## config.mk

```make
export PLATFORM = sky130hd
export DESIGN_NAME = banked_flash_command_sequencer_top
export DESIGN_NICKNAME = d
export VERILOG_FILES = /design/src/rtl/core/fsc_pkg.sv /design/src/rtl/core/banked_flash_command_sequencer_top.sv /design/src/rtl/core/fsc_front.sv /design/src/rtl/core/fsc_cmdq.sv /design/src/rtl/core/fsc_back.sv
export SDC_FILE = /design/constraint.sdc
export NUM_CORES = 1
export LEC_CHECK = 0
export BUFFER_PORTS_ARGS = -buffer_cell sky130_fd_sc_hd__buf_2
export CORE_UTILIZATION = 30
export CTS_CLUSTER_SIZE = 24
export DETAILED_ROUTE_END_ITERATION = 6
export PLACE_DENSITY = 0.53
export SETUP_SLACK_MARGIN = 0.1
export SLEW_MARGIN = 10
export SYNTH_ARGS = -nofsm -noshare
export SYNTH_HDL_FRONTEND = slang
export SYNTH_HIERARCHICAL = 1
export SYNTH_SLANG_ARGS = --single-unit
```

## constraint.sdc

```tcl
create_clock -name clk -period 6.5 [get_ports clk]
set_input_delay 0.975 -clock clk [delete_from_list [all_inputs] [get_ports clk]]
set_output_delay 0.975 -clock clk [all_outputs]
set_load 0.005 [all_outputs]
```

## src/rtl/core/fsc_pkg.sv

```systemverilog
// ---------------------------------------------------------------------------
// fsc_pkg
// shared types, constants and sequence tables of the flash command sequencer
// ---------------------------------------------------------------------------
package fsc_pkg;

  localparam int BankBitsDef   = 5;
  localparam int OffsetBitsDef = 14;
  localparam int CmdqDepthDef  = 2;
  localparam int BankMaxW      = 8;
  localparam int FlashAddrW    = 19;
  localparam int BusAddrW      = 16;
  localparam int BusDataW      = 8;
  localparam int StepW         = 3;

  typedef enum logic [1:0] {
    ACT_READ    = 2'd0,
    ACT_PROGRAM = 2'd1,
    ACT_ERASE   = 2'd2,
    ACT_READ_ID = 2'd3
  } action_t;

  localparam logic [BusAddrW-1:0] MapperAddr = 16'hFFFF;
  localparam logic [BusAddrW-1:0] UnlockA    = 16'h5555;
  localparam logic [BusAddrW-1:0] UnlockB    = 16'h2AAA;
  localparam logic [BusAddrW-1:0] WindowBase = 16'h8000;
  localparam logic [BusAddrW-1:0] IdExitAddr = 16'h0000;

  localparam logic [BusDataW-1:0] CmdUnlock1   = 8'hAA;
  localparam logic [BusDataW-1:0] CmdUnlock2   = 8'h55;
  localparam logic [BusDataW-1:0] CmdProgram   = 8'hA0;
  localparam logic [BusDataW-1:0] CmdEraseSet  = 8'h80;
  localparam logic [BusDataW-1:0] CmdChipErase = 8'h10;
  localparam logic [BusDataW-1:0] CmdIdEntry   = 8'h90;
  localparam logic [BusDataW-1:0] CmdIdExit    = 8'hF0;

  // classified command handed from front to back
  typedef struct packed {
    action_t               action;
    logic                  bank_wr;
    logic [BankMaxW-1:0]   bank;
    logic [BusAddrW-1:0]   window;
    logic [BusDataW-1:0]   wdata;
  } cmd_t;

  typedef struct packed {
    logic [BusAddrW-1:0] addr;
    logic [BusDataW-1:0] data;
    logic                is_read;
    logic                last;
  } bus_cycle_t;

  // number of table cycles, bank write not counted
  function automatic logic [StepW-1:0] seq_len(input action_t act);
    logic [StepW-1:0] len;
    unique case (act)
      ACT_READ:    len = 3'd1;
      ACT_PROGRAM: len = 3'd4;
      ACT_ERASE:   len = 3'd6;
      ACT_READ_ID: len = 3'd6;
      default:     len = 3'd1;
    endcase
    return len;
  endfunction

  // step before which a pending mapper write goes out
  function automatic logic bank_slot(input action_t act, input logic [StepW-1:0] step);
    logic hit;
    unique case (act)
      ACT_READ:    hit = (step == 3'd0);
      ACT_PROGRAM: hit = (step == 3'd0);
      ACT_READ_ID: hit = (step == 3'd3);
      default:     hit = 1'b0;
    endcase
    return hit;
  endfunction

  // bus cycle of one table step, last flag left clear
  function automatic bus_cycle_t seq_cycle(input cmd_t cmd, input logic [StepW-1:0] step);
    bus_cycle_t c;
    c = '0;
    unique case (cmd.action)
      ACT_READ: begin
        c.addr    = cmd.window;
        c.is_read = 1'b1;
      end
      ACT_PROGRAM: begin
        unique case (step)
          3'd0:    begin c.addr = UnlockA;    c.data = CmdUnlock1; end
          3'd1:    begin c.addr = UnlockB;    c.data = CmdUnlock2; end
          3'd2:    begin c.addr = UnlockA;    c.data = CmdProgram; end
          default: begin c.addr = cmd.window; c.data = cmd.wdata;  end
        endcase
      end
      ACT_ERASE: begin
        unique case (step)
          3'd0:    begin c.addr = UnlockA; c.data = CmdUnlock1;  end
          3'd1:    begin c.addr = UnlockB; c.data = CmdUnlock2;  end
          3'd2:    begin c.addr = UnlockA; c.data = CmdEraseSet; end
          3'd3:    begin c.addr = UnlockA; c.data = CmdUnlock1;  end
          3'd4:    begin c.addr = UnlockB; c.data = CmdUnlock2;  end
          default: begin c.addr = UnlockA; c.data = CmdChipErase; end
        endcase
      end
      default: begin
        unique case (step)
          3'd0:    begin c.addr = UnlockA; c.data = CmdUnlock1; end
          3'd1:    begin c.addr = UnlockB; c.data = CmdUnlock2; end
          3'd2:    begin c.addr = UnlockA; c.data = CmdIdEntry; end
          3'd3:    begin c.addr = WindowBase;         c.is_read = 1'b1; end
          3'd4:    begin c.addr = WindowBase | 16'h1; c.is_read = 1'b1; end
          default: begin c.addr = IdExitAddr; c.data = CmdIdExit; end
        endcase
      end
    endcase
    return c;
  endfunction

endpackage

```

## src/rtl/core/banked_flash_command_sequencer_top.sv

```systemverilog
// ---------------------------------------------------------------------------
// banked_flash_command_sequencer_top
// paged parallel flash command sequencer: commands in, bus cycles out
// ---------------------------------------------------------------------------
// path: a command passes the queue and the sequencer command register before its
//   first bus cycle is registered in the result stage
// throughput: one bus cycle per clock unless a held result stalls it; a command
//   is its cycle table plus any mapper write (longest: read id with a bank change)
// reset: synchronous; clears queues and marks the bank cache as empty, so the
//   first banked access always writes the mapper
module banked_flash_command_sequencer_top #(
  parameter int BANK_BITS   = fsc_pkg::BankBitsDef,
  parameter int OFFSET_BITS = fsc_pkg::OffsetBitsDef,
  parameter int CMDQ_DEPTH  = fsc_pkg::CmdqDepthDef
) (
  input  logic                           clk,
  input  logic                           rst,
  // command side
  input  logic                           push,
  output logic                           full,
  input  logic [1:0]                     action,
  input  logic [fsc_pkg::FlashAddrW-1:0] flash_address,
  input  logic [fsc_pkg::BusDataW-1:0]   write_data,
  // bus cycle side
  output logic                           empty,
  input  logic                           pop,
  output logic [fsc_pkg::BusAddrW-1:0]   bus_address,
  output logic [fsc_pkg::BusDataW-1:0]   bus_data,
  output logic                           bus_is_read,
  output logic                           last
);
  import fsc_pkg::*;

  // front to queue
  logic       q_push;
  logic       q_full;
  cmd_t       q_in_cmd;
  // queue to back
  logic       q_valid;
  logic       q_pop;
  cmd_t       q_out_cmd;
  // result stage
  logic       out_valid;
  bus_cycle_t out_cycle;

  // intake: splits the address and decides whether a mapper write is needed;
  // the bank cache is updated here in command order
  fsc_front #(
    .BANK_BITS   (BANK_BITS),
    .OFFSET_BITS (OFFSET_BITS)
  ) u_front (
    .clk           (clk),
    .rst           (rst),
    .push          (push),
    .full          (full),
    .action        (action),
    .flash_address (flash_address),
    .write_data    (write_data),
    .q_full        (q_full),
    .q_push        (q_push),
    .q_cmd         (q_in_cmd)
  );

  // decoupling queue, lets intake run ahead of the sequencer
  fsc_cmdq #(
    .DEPTH (CMDQ_DEPTH)
  ) u_cmdq (
    .clk      (clk),
    .rst      (rst),
    .wr_en    (q_push),
    .wr_cmd   (q_in_cmd),
    .q_full   (q_full),
    .rd_en    (q_pop),
    .rd_valid (q_valid),
    .rd_cmd   (q_out_cmd)
  );

  // sequencer: one bus cycle per clock into the result register while it is free
  // or popped; next command loaded in the same clock as the current one's final cycle
  fsc_back u_back (
    .clk       (clk),
    .rst       (rst),
    .q_valid   (q_valid),
    .q_cmd     (q_out_cmd),
    .q_pop     (q_pop),
    .out_valid (out_valid),
    .out_cycle (out_cycle),
    .pop       (pop)
  );

  assign empty       = !out_valid;
  assign bus_address = out_cycle.addr;
  assign bus_data    = out_cycle.data;
  assign bus_is_read = out_cycle.is_read;
  assign last        = out_cycle.last;

  // nothing to transfer right after reset
  a_empty_after_reset: assert property (@(posedge clk) rst |=> empty)
    else $error("result pending after reset");

  // a mapper write is always followed by the access it prepares
  a_bank_write_not_last: assert property (@(posedge clk) disable iff (rst)
    (!empty && !bus_is_read && bus_address == MapperAddr) |-> !last)
    else $error("mapper write marked as last cycle");

  // read cycles drive no data
  a_read_data_zero: assert property (@(posedge clk) disable iff (rst)
    (!empty && bus_is_read) |-> (bus_data == '0))
    else $error("read cycle with nonzero data");

  // a full front means commands are waiting for the sequencer
  a_full_has_cmd: assert property (@(posedge clk) disable iff (rst)
    full |-> q_valid)
    else $error("full with empty command queue");

endmodule

```

## src/rtl/core/fsc_front.sv

```systemverilog
// ---------------------------------------------------------------------------
// fsc_front
// command intake: address split, bank cache lookup and update
// ---------------------------------------------------------------------------
module fsc_front #(
  parameter int BANK_BITS   = fsc_pkg::BankBitsDef,
  parameter int OFFSET_BITS = fsc_pkg::OffsetBitsDef
) (
  input  logic                          clk,
  input  logic                          rst,
  input  logic                          push,
  output logic                          full,
  input  logic [1:0]                    action,
  input  logic [fsc_pkg::FlashAddrW-1:0] flash_address,
  input  logic [fsc_pkg::BusDataW-1:0]  write_data,
  input  logic                          q_full,
  output logic                          q_push,
  output fsc_pkg::cmd_t                 q_cmd
);
  import fsc_pkg::*;

  logic [BANK_BITS-1:0]  cached_bank;
  logic                  cached_valid;
  logic [FlashAddrW-1:0] addr_shift;
  logic [BANK_BITS-1:0]  bank_sel;
  logic                  banked;
  logic                  bank_wr;
  action_t               act;

  assign act        = action_t'(action);
  assign addr_shift = flash_address >> OFFSET_BITS;
  // read id always selects bank 0
  assign bank_sel   = (act == ACT_READ_ID) ? '0 : addr_shift[BANK_BITS-1:0];
  assign banked     = (act != ACT_ERASE);
  assign bank_wr    = banked && (!cached_valid || (cached_bank != bank_sel));

  assign full   = q_full;
  assign q_push = push && !q_full;

  always_comb begin
    q_cmd         = '0;
    q_cmd.action  = act;
    q_cmd.bank_wr = bank_wr;
    q_cmd.bank    = BankMaxW'(bank_sel);
    q_cmd.window  = BusAddrW'(flash_address[OFFSET_BITS-1:0]) | WindowBase;
    q_cmd.wdata   = write_data;
  end

  always_ff @(posedge clk) begin
    if (rst) begin
      cached_valid <= 1'b0;
      cached_bank  <= '1;
    end else if (q_push && bank_wr) begin
      cached_valid <= 1'b1;
      cached_bank  <= bank_sel;
    end
  end

endmodule

```

## src/rtl/core/fsc_cmdq.sv

```systemverilog
// ---------------------------------------------------------------------------
// fsc_cmdq
// short command queue between intake and sequencer
// ---------------------------------------------------------------------------
module fsc_cmdq #(
  parameter int DEPTH = fsc_pkg::CmdqDepthDef
) (
  input  logic          clk,
  input  logic          rst,
  input  logic          wr_en,
  input  fsc_pkg::cmd_t wr_cmd,
  output logic          q_full,
  input  logic          rd_en,
  output logic          rd_valid,
  output fsc_pkg::cmd_t rd_cmd
);
  import fsc_pkg::*;

  localparam int PtrW = (DEPTH > 1) ? $clog2(DEPTH) : 1;
  localparam int CntW = $clog2(DEPTH + 1);

  cmd_t            slots [DEPTH];
  logic [PtrW-1:0] wr_ptr;
  logic [PtrW-1:0] rd_ptr;
  logic [CntW-1:0] count;
  logic            do_wr;
  logic            do_rd;

  assign q_full   = (count == CntW'(DEPTH));
  assign rd_valid = (count != '0);
  assign rd_cmd   = slots[rd_ptr];
  assign do_wr    = wr_en && !q_full;
  assign do_rd    = rd_en && rd_valid;

  always_ff @(posedge clk) begin
    if (do_wr) begin
      slots[wr_ptr] <= wr_cmd;
    end
  end

  always_ff @(posedge clk) begin
    if (rst) begin
      wr_ptr <= '0;
      rd_ptr <= '0;
      count  <= '0;
    end else begin
      if (do_wr) begin
        wr_ptr <= (wr_ptr == PtrW'(DEPTH - 1)) ? '0 : wr_ptr + 1'b1;
      end
      if (do_rd) begin
        rd_ptr <= (rd_ptr == PtrW'(DEPTH - 1)) ? '0 : rd_ptr + 1'b1;
      end
      if (do_wr && !do_rd) begin
        count <= count + 1'b1;
      end else if (do_rd && !do_wr) begin
        count <= count - 1'b1;
      end
    end
  end

endmodule

```

## src/rtl/core/fsc_back.sv

```systemverilog
// ---------------------------------------------------------------------------
// fsc_back
// bus cycle sequencer with registered result stage
// ---------------------------------------------------------------------------
module fsc_back (
  input  logic                 clk,
  input  logic                 rst,
  input  logic                 q_valid,
  input  fsc_pkg::cmd_t        q_cmd,
  output logic                 q_pop,
  output logic                 out_valid,
  output fsc_pkg::bus_cycle_t  out_cycle,
  input  logic                 pop
);
  import fsc_pkg::*;

  logic             busy;
  cmd_t             cur;
  logic [StepW-1:0] step;
  logic             bank_pend;
  logic             pop_ok;
  logic             adv;
  logic             insert_bank;
  logic             done;
  bus_cycle_t       cyc;

  assign pop_ok      = pop && out_valid;
  assign adv         = busy && (!out_valid || pop_ok);
  assign insert_bank = bank_pend && bank_slot(cur.action, step);
  assign done        = adv && cyc.last;
  assign q_pop       = q_valid && (!busy || done);

  always_comb begin
    if (insert_bank) begin
      cyc         = '0;
      cyc.addr    = MapperAddr;
      cyc.data    = cur.bank;
    end else begin
      cyc         = seq_cycle(cur, step);
      cyc.last    = (step == seq_len(cur.action) - 3'd1);
    end
  end

  always_ff @(posedge clk) begin
    if (q_pop) begin
      cur <= q_cmd;
    end
    if (adv) begin
      out_cycle <= cyc;
    end
  end

  always_ff @(posedge clk) begin
    if (rst) begin
      busy      <= 1'b0;
      step      <= '0;
      bank_pend <= 1'b0;
      out_valid <= 1'b0;
    end else begin
      if (q_pop) begin
        busy      <= 1'b1;
        step      <= '0;
        bank_pend <= q_cmd.bank_wr;
      end else if (adv) begin
        if (insert_bank) begin
          bank_pend <= 1'b0;
        end else begin
          step <= step + 1'b1;
        end
        if (done) begin
          busy <= 1'b0;
        end
      end
      if (adv) begin
        out_valid <= 1'b1;
      end else if (pop_ok) begin
        out_valid <= 1'b0;
      end
    end
  end

endmodule
```

Word-level counts from Yosys, hierarchy flattened

Memories as Yosys holds them, arrays and structs flattened. A register that Yosys moved wholly into a read port is not among the register bits.
Index checks and enable logic that the tools add are counted.

Register bits: 76
Latch bits: 0
RAM bits: 60
Bits in read-only memories: 0
Bits of input ports: 33
Output and inout bits: 28
Word-level logic and storage cells: 106
Memories: 1

Add/subtract/negate cells: 6
$mul: 0
Divide/modulo/power cells: 0
Magnitude comparators: 0
Equal/unequal tests: 12
Shift-type cells: 0
Muxes and demuxes: 29
Bitwise operators: 1
Reduce and logical (&&, ||, !) cells: 40

Memory list:

| memory       | words | bits a word | read ports | clocked after Yosys merged registers in | write ports | RTL line       | source |
|---|---|---|---|---|---|---|---|
| u_cmdq.slots | 2     | 30          | 1          | 1                                       | 1           | fsc_cmdq.sv:22 | `cmd_t slots [DEPTH];` |

Operators by type and width:

| kind                  | count |
|---|---|
| $pmux W24 S3          | 1 |
| $pmux W23 S3          | 1 |
| $pmux W16 S4          | 1 |
| $pmux W16 S3          | 1 |
| $pmux W8 S4           | 1 |
| $pmux W8 S3           | 1 |
| $reduce_or A2 Y1      | 8 |
| $mux W1               | 15 |
| $logic_and A1 B1 Y1   | 12 |
| $reduce_bool A2 Y1    | 6 |
| $mux W10              | 1 |
| $pmux W3 S3           | 1 |
| $eq A2 B2 Y1 const B  | 4 |
| $eq A3 B2 Y1 const B  | 2 |
| $logic_not A1 Y1      | 6 |
| $reduce_and A2 Y1     | 3 |
| $mux W5               | 1 |
| $ne A5 B5 Y1          | 1 |
| $mux W2               | 2 |
| $pmux W1 S2           | 2 |
| $add A3 B1 Y3 const B | 1 |
| $eq A3 B1 Y1 const B  | 1 |
| $eq A3 B3 Y1          | 1 |
| $eq A3 B3 Y1 const B  | 1 |
| other kinds (11)      | 14 |

Longest topological paths before layout

Gate-level depths: netlist (run 1).

Word-level depth: 15
Depth in mapped cells: 12

Cells and area by module

Netlist (run 1), hierarchy kept.

By module, submodules not included:

| module                             | instances | cells an instance | area an instance (um2) |
|---|---|---|---|
| fsc_back                           | 1         | 220               | 2966.6 |
| fsc_cmdq                           | 1         | 134               | 2736.4 |
| fsc_front                          | 1         | 85                | 684.4 |
| banked_flash_command_sequencer_top | 1         | 1                 | 3.8 |

Least setup slack after synthesis (run 1)

No wires, ideal clock.

Path kind: register to register
From: register u_back.step[2]
To: register u_cmdq.count[1]
Setup time: 0.070 ns
Data arrival time: 3.221 ns
Setup slack: 3.209 ns
Cell stages (with the launch flop): 12
Period minus slack after synthesis: 3.291 ns
Path through: dfxtp_1 -> buf_2 -> buf_4 -> inv_1 -> ha_1 -> and4_4 -> o31ai_1 -> o311a_2 -> o21ai_0 -> ha_1 -> or3_1 -> a21oi_1

Longest elaborated chain between the ends: 11

Ends and longest elaborated chain:

| element                                                 | RTL line                                    | source |
|---|---|---|
| start, declared                                         | fsc_back.sv:19                              | `logic [StepW-1:0] step;` |
| start signal, assigned                                  | fsc_back.sv:68                              | `step <= step + 1'b1;` |
| $eq A3 B2 Y1 / $logic_not A3 Y1 (equally long branches) | fsc_pkg.sv:72, fsc_pkg.sv:70, fsc_pkg.sv:71 |  |
| $pmux W1 S2                                             | fsc_pkg.sv:69                               | `unique case (act)` |
| $logic_and A1 B1 Y1                                     | fsc_back.sv:29                              | `assign insert_bank = bank_pend && bank_slot(cur.action, step);` |
| $mux W10 *                                              | fsc_back.sv:34                              | `if (insert_bank) begin` |
| $logic_and A1 B1 Y1 *                                   | fsc_back.sv:30                              | `assign done = adv && cyc.last;` |
| $logic_or A1 B1 Y1 *                                    | fsc_back.sv:31                              | `assign q_pop = q_valid && (!busy \|\| done);` |
| $logic_and A1 B1 Y1 *                                   | fsc_back.sv:31                              |  |
| named net q_pop                                         | banked_flash_command_sequencer_top.sv:40    | `logic q_pop;` |
| $logic_and A1 B1 Y1 *                                   | fsc_cmdq.sv:33                              | `assign do_rd = rd_en && rd_valid;` |
| $logic_not A1 Y1                                        | fsc_cmdq.sv:53                              | `if (do_wr && !do_rd) begin` |
| $logic_and A1 B1 Y1                                     | fsc_cmdq.sv:53                              |  |
| $mux W2 / $reduce_bool A2 Y1 (equally long branches)    | --                                          |  |
| end signal, assigned                                    | fsc_cmdq.sv:54                              | `count <= count + 1'b1;` |
| end signal, assigned                                    | fsc_cmdq.sv:56                              | `count <= count - 1'b1;` |
| end, declared                                           | fsc_cmdq.sv:25                              | `logic [CntW-1:0] count;` |

Mark *: on every way through the listed nets, which the timed path passes. The rest lies on a longest branch.
A chain may end at the register's enable or synchronous reset.

Final worst setup path (run 1)

Ends and elaborated chain as after synthesis.

==> impl_metrics.toml, run 1 <==
[clock_network]
path_clk_slew_ps = 60
ctsRootBufferMaster = "clkbuf_16"
ctsHoldBuffers = 0
cts_tree = "done"
clk_path_buf_depth = 2
cts_resized = 0
clk_latency_ps = 420
cts.sinks = 147
h-tree-depth = 4
cts_buffers = 17
cts_setup_buffers = 0

[logic_synthesis]
ys_seq_area_frac = 0.6641
synth_compound_area_frac = 0.1067
synth_fa_ha_area_frac = 0.01175
yosys-top-cells-count = "edfxtp_1, mux2_2, buf_4"
synthesis.instances = 440
yosysMostFrequentCell = "edfxtp_1"
synthSimpleGateAreaFrac = 0.07733
synth_top_family_by_area = "compound AO/OA/AOI/OAI gates"
syn_avg_cell_area_sq_um = 14.53
ys.flop_type = "edfxtp_1"
synth_mux_area_frac = 0.07106
synthArstFlopShare = 0
synth.area.top_cells = "edfxtp_1, mux2_2, dfxtp_1, buf_4, a21oi_1"
syn-cell-area_sq_mm = 0.006391
yosysUniqueCellTypes = 77
synth_top_area_frac = 0.6108
ys_seq_elements = 147
yosysWarnings = 6
yosysTopAreaCell = "edfxtp_1"
synth_xor_area_frac = 0.009397
synth_edf_count = 130

[layout]
finalNetCount = 519
n_fill_cell = 2033
drive_above_1_share = 0.3164
areaGrowthSynthToFinish_pct = 15.64
antennaDiodeCount = 0

[sta]
setup_violations = 0
report.final.slew_viol_count = 0
final.period_utilization = 0.6160
period_needed_ps = 4004
fmax_mhz = 249.7
rsz0062_at_grt = "no"
fin_tns_setup_ps = 0
tightest_slew_ps = 1011
skew_ps = 10.18
worst_slack_ps = 2496
hold_violations = 0
slew_headroom = 0.3238

[floorplanning]
die-area_sq_mm = 0.02189
die_w_um = 148.0
die_h_um = 148.0
io_pins = 61
core_area_sq_mm = 0.02096
placementRows = 53
start_util = 0.3050

[pwr]
ir_worst_vdd_uv = 181.9
internal_power_mw = 2.498
power_switching_share = 0.3107
clkPwrFrac = 0.286
power.share.sequential = 0.438
power_frac_comb = 0.276
power.leakage_nw = 2.611
p_switching_mw = 1.126
powerDensity_mw_per_mm2 = 490.3

[route]
dr.pass1.iters = 4
vias = 3472
drtIter0Drc = 187
drt_drc_violations_left = 0
drtAntennaViolNets = 0
vias_per_cell = 4.521
routed_wl_um = 12050
wl_per_cell_um = 15.68

[global_route]
grt-ovfl-total = 0
grt_use_total = 0.1175
antenna_found_initial = 0
grt_max_degree = 40
grt_pass1_vias = 3644
grt_pass1_wl_um = 19320

[placement]
routabilityCongestion = 0.8195
hpwlAfterDp_um = 7868
io_buffers = 60
dp_slack_ps = 2442

[setup_path]
rr_endpoint = "u_cmdq/count[1]"
reg2reg_setup_slack_ps = 2500
cp.arrival_ps = 4340
path_max_fanout = 39
critPathRequiredTime_ps = 6840
crit_path_start_kind = "flop"
end_kind = "flop"
r2r_cells = 10
r2r-start = "u_back/step[2]"
critical_path_class = "flop to flop"

[worst_hold_path]
hold_depth = 2
min_path_type = "flop to flop"
min_to = "u_cmdq/wr_ptr"
min_from = "u_cmdq/wr_ptr"

[outcome]
status = "finished, final reports clean"

[job]
maxCapViolations = 0
-- layout make-up --
type | count | area (sq um) | area share
sequential | 147 | 4244 | 0.5742
tap | 275 | 344.1 | 0.04655
clock buffer | 18 | 429.2 | 0.05807
inverter | 15 | 56.30 | 0.007618
timing repair buffer | 64 | 330.3 | 0.04469
clock inverter | 14 | 200.2 | 0.02709
multi-input combinational | 235 | 1787 | 0.2417
-- power by group through the flow --
stage / Clock, mW / Combinational (mW) / Sequential [mW]
after floorplan: 0 / 0.764 / 1.53
after global placement: 0 / 1.01 / 1.60
after detailed placement: 0 / 1.01 / 1.61
after CTS: 1.06 / 1.02 / 1.59
after global routing: 1.10 / 1.12 / 1.62
final: 1.04 / 0.999 / 1.59
-- worst max-delay path, cell delays in order (launching register included) --
cell     delay, ps
dfxtp_1        740
inv_1          190
ha_1           310
and4_4         220
o31ai_1        320
o311a_2        920
o21ai_0        330
ha_1           310
xor2_1         150
or3_1          310
a21oi_1        140
-- kinds of logic after synthesis --
logic type      after synthesis
other cells                   2
fa+ha+maj                     6
simple gates                 85
flops                       147
compound gates               92
xor+xnor                      6
mux                          41
buf+inv                      61
-- registers in the layout (all words and copies together) (netlist names), named ones only --
name                  flops
u_cmdq/slots             70
u_back/cur               34
u_back/out_cycle         26
u_front/cached_bank       5
u_back/step               3
u_cmdq/count              2
u_back/bank_pend          1
u_back/busy               1
u_back/out_valid          1
u_cmdq/rd_ptr             1
u_cmdq/wr_ptr             1
u_front/cached_valid      1
-- per-stage QoR --
stage               hold WS, ps  cells  area (sq um)    util  power [mW]
floorplan                 451.6    443          6402       -       2.295
global placement          468.7    736          6761  0.3227       2.607
detailed placement        487.2    736          6761  0.3227       2.623
CTS                       495.1    768          7391  0.3527       3.676
global route              525.8    768          7391  0.3527       3.840
finish                    487.2    768          7391  0.3527       3.624
-- how the worst max path moves through the flow --
stage | cells after the start | startpoint | endpoint
after floorplan | 11 | u_back/step[2] | u_cmdq/count[1]
after global placement | 9 | u_back/step[2] | u_cmdq/count[1]
after detailed placement | 10 | u_back/step[2] | u_cmdq/count[1]
after CTS | 10 | u_back/step[2] | u_cmdq/count[1]
after global routing | 10 | u_back/step[2] | u_cmdq/count[1]
final | 10 | u_back/step[2] | u_cmdq/count[1]
-- cell usage in the layout, fill, tap and decap left out, types with 6 or more instances in the layout --
cell type    n
a21o_1       6
a21oi_1     25
buf_2       60
clkbuf_16   17
dfxtp_1     17
edfxtp_1   130
ha_1         6
inv_1       14
mux2_2      35
mux2i_1      6
nand2_1      6
nor2_1      27
nor2b_1      8
nor3_1       7
o21ai_0     11
o21ai_1      8
-- layer usage --
| metal | wire [um] | track usage | vias up | part of all wire |
|---|---|---|---|---|
| li1 | - | - | 1706 | - |
| met1 | 5515 | 0.1429 | 1704 | 0.46 |
| met2 | 6033 | 0.1974 | 51 | 0.50 |
| met3 | 377 | 0.03241 | 11 | 0.031 |
| met4 | 118 | 0.04485 | 0 | 0.0098 |
| met5 | 0 | 0 | - | 0 |
No activity file was read; power rests on OpenSTA's default activity.
==> run 2: changes to the inputs <==
Clock period 6.5 ns to 3.7 ns, I/O delays scaled along.
==> run 2 against run 1 <==
  * Clock-buffer cell count down 1
  * Maximum frequency up 39%
  * First-iteration DRC count up 9.1%
  * Critical endpoint unchanged
  * Largest power group unchanged
==> impl_metrics.toml, run 2 (synthesis results as in run 1) <==
[sta]
hold_violations = 0
final.period_utilization = 0.7787
worst_slack_ps = 818.8
fmax_mhz = 347.1
slew_headroom = 0.3691
rsz0062_at_grt = "no"
fin_tns_setup_ps = 0
setup_violations = 0
period_needed_ps = 2881
skew_ps = 8.019
tightest_slew_ps = 946.4
report.final.slew_viol_count = 0

[placement]
routabilityCongestion = 0.7904
place_area_sq_mm = 0.006784
dp_slack_ps = 856.2
hpwlAfterDp_um = 8139
io_buffers = 60

[layout]
postLayoutCoreUtil = 0.3509
top_regs = "u_cmdq/slots x70, u_back/cur x34, u_back/out_cycle x26"
largest_reg_flops = 70
antennaDiodeCount = 0
finalNetCount = 522
regMostFlops = "u_cmdq/slots"
most-common-layout-cells = "edfxtp_1, buf_2, mux2_2, nor2_1, a21oi_1"
areaGrowthSynthToFinish_pct = 15.05
drive_above_1_share = 0.3212
fin_area_sq_mm = 0.007353
final_common_cell = "edfxtp_1"

[route]
wl_per_cell_um = 15.83
dr.pass1.iters = 4
vias_per_cell = 4.601
drtIter0Drc = 204
vias = 3543
drtAntennaViolNets = 0
drt_drc_violations_left = 0
routed_wl_um = 12190

[global_route]
grt_max_degree = 39
grt_pass1_wl_um = 19490
antenna_found_initial = 0
grt_pass1_vias = 3625
grt_use_total = 0.1186
grt-ovfl-total = 0

[setup_path]
critical_path_class = "flop to flop"
crit_path_start_kind = "flop"
crit_start = "u_back/step[0]"
cp.arrival_ps = 3220
critPathRequiredTime_ps = 4040
r2r-start = "u_back/step[0]"
path_max_fanout = 9
end_kind = "flop"

[pwr]
ir_worst_vdd_uv = 311.8
power.leakage_nw = 2.589
p_total_mw = 6.198
powerDensity_mw_per_mm2 = 842.9

[clock_network]
cts_buffers = 17
h-tree-depth = 4
ctsRootBufferMaster = "clkbuf_16"
clk_path_buf_depth = 2
clk_latency_ps = 420
cts.sinks = 147
cts_tree = "done"
cts_resized = 0
ctsHoldBuffers = 0
path_clk_slew_ps = 60
cts_setup_buffers = 0

[floorplanning]
placementRows = 53
core_area_sq_mm = 0.02096
start_util = 0.3050
die-area_sq_mm = 0.02189
io_pins = 61
die_w_um = 148.0
die_h_um = 148.0

[outcome]
status = "finished, final reports clean"

[job]
maxCapViolations = 0

[worst_hold_path]
min_path_type = "input port to flop"
min_from = "flash_address[4]"
[run 2: cell types whose count changed in the layout (fill, tap and decap cells not counted)]
| cell | delta |
|---|---|
| clkinvlp_4 | +2 |
| buf_4 | +3 |
| inv_8 | +1 |
| clkinv_2 | -2 |
| bufinv_16 | -3 |
| clkinv_4 | +2 |
| clkbuf_1 | -1 |
[run 2: routing by layer]
| metal | track usage | routed length, um |
|---|---|---|
| met1 | 0.1433 | 5540 |
| met2 | 0.2028 | 6118 |
| met3 | 0.02531 | 331 |
| met4 | 0.05258 | 201 |
| met5 | 0 | 0 |
[run 2: cell type report]
type                            instances  area, sq um
Tap cell                              275        344.1
Fill cell                            2029        13600
Sequential cell                       147         4244
Timing Repair Buffer                   67        352.8
Clock inverter                         14        143.9
Clock buffer                           17        425.4
Inverter                               15        56.30
Multi-Input combinational cell        235         1787
[run 2: path summary, 6_finish.rpt]
kind,depth (start not counted),end,slack (ps)
max,9,u_cmdq/count[1],820
min,1,u_cmdq/slots[0][12],320
max reg2reg,9,u_cmdq/count[1],820
min reg2reg,2,u_cmdq/wr_ptr,490
[run 2: power by group]
| group | leakage [nW] | internal [mW] | total, mW | switching [mW] |
|---|---|---|---|---|
| Combinational | 0.961 | 0.731 | 1.81 | 1.07 |
| Clock | 0.274 | 0.942 | 1.63 | 0.691 |
| Sequential | 1.35 | 2.53 | 2.76 | 0.233 |
| Total | 2.59 | 4.20 | 6.20 | 2.00 |
[run 2: worst max-delay path, cell delays in order, from the launching register on]
cell and delay (ps):
dfxtp_1 480, inv_1 180, ha_1 350, nor4bb_4 220, o31ai_1 350, o311a_2 250, o21ai_0 130, ha_1 360
or3_1 350, a21oi_1 140
[run 2: per-stage QoR]
step | instances | hold slack, ps
final | 770 | 324.0
after global routing | 770 | 305.9
after CTS | 770 | 304.2
after detailed placement | 739 | 486.5
after global placement | 739 | 468.4
after floorplan | 443 | 451.6
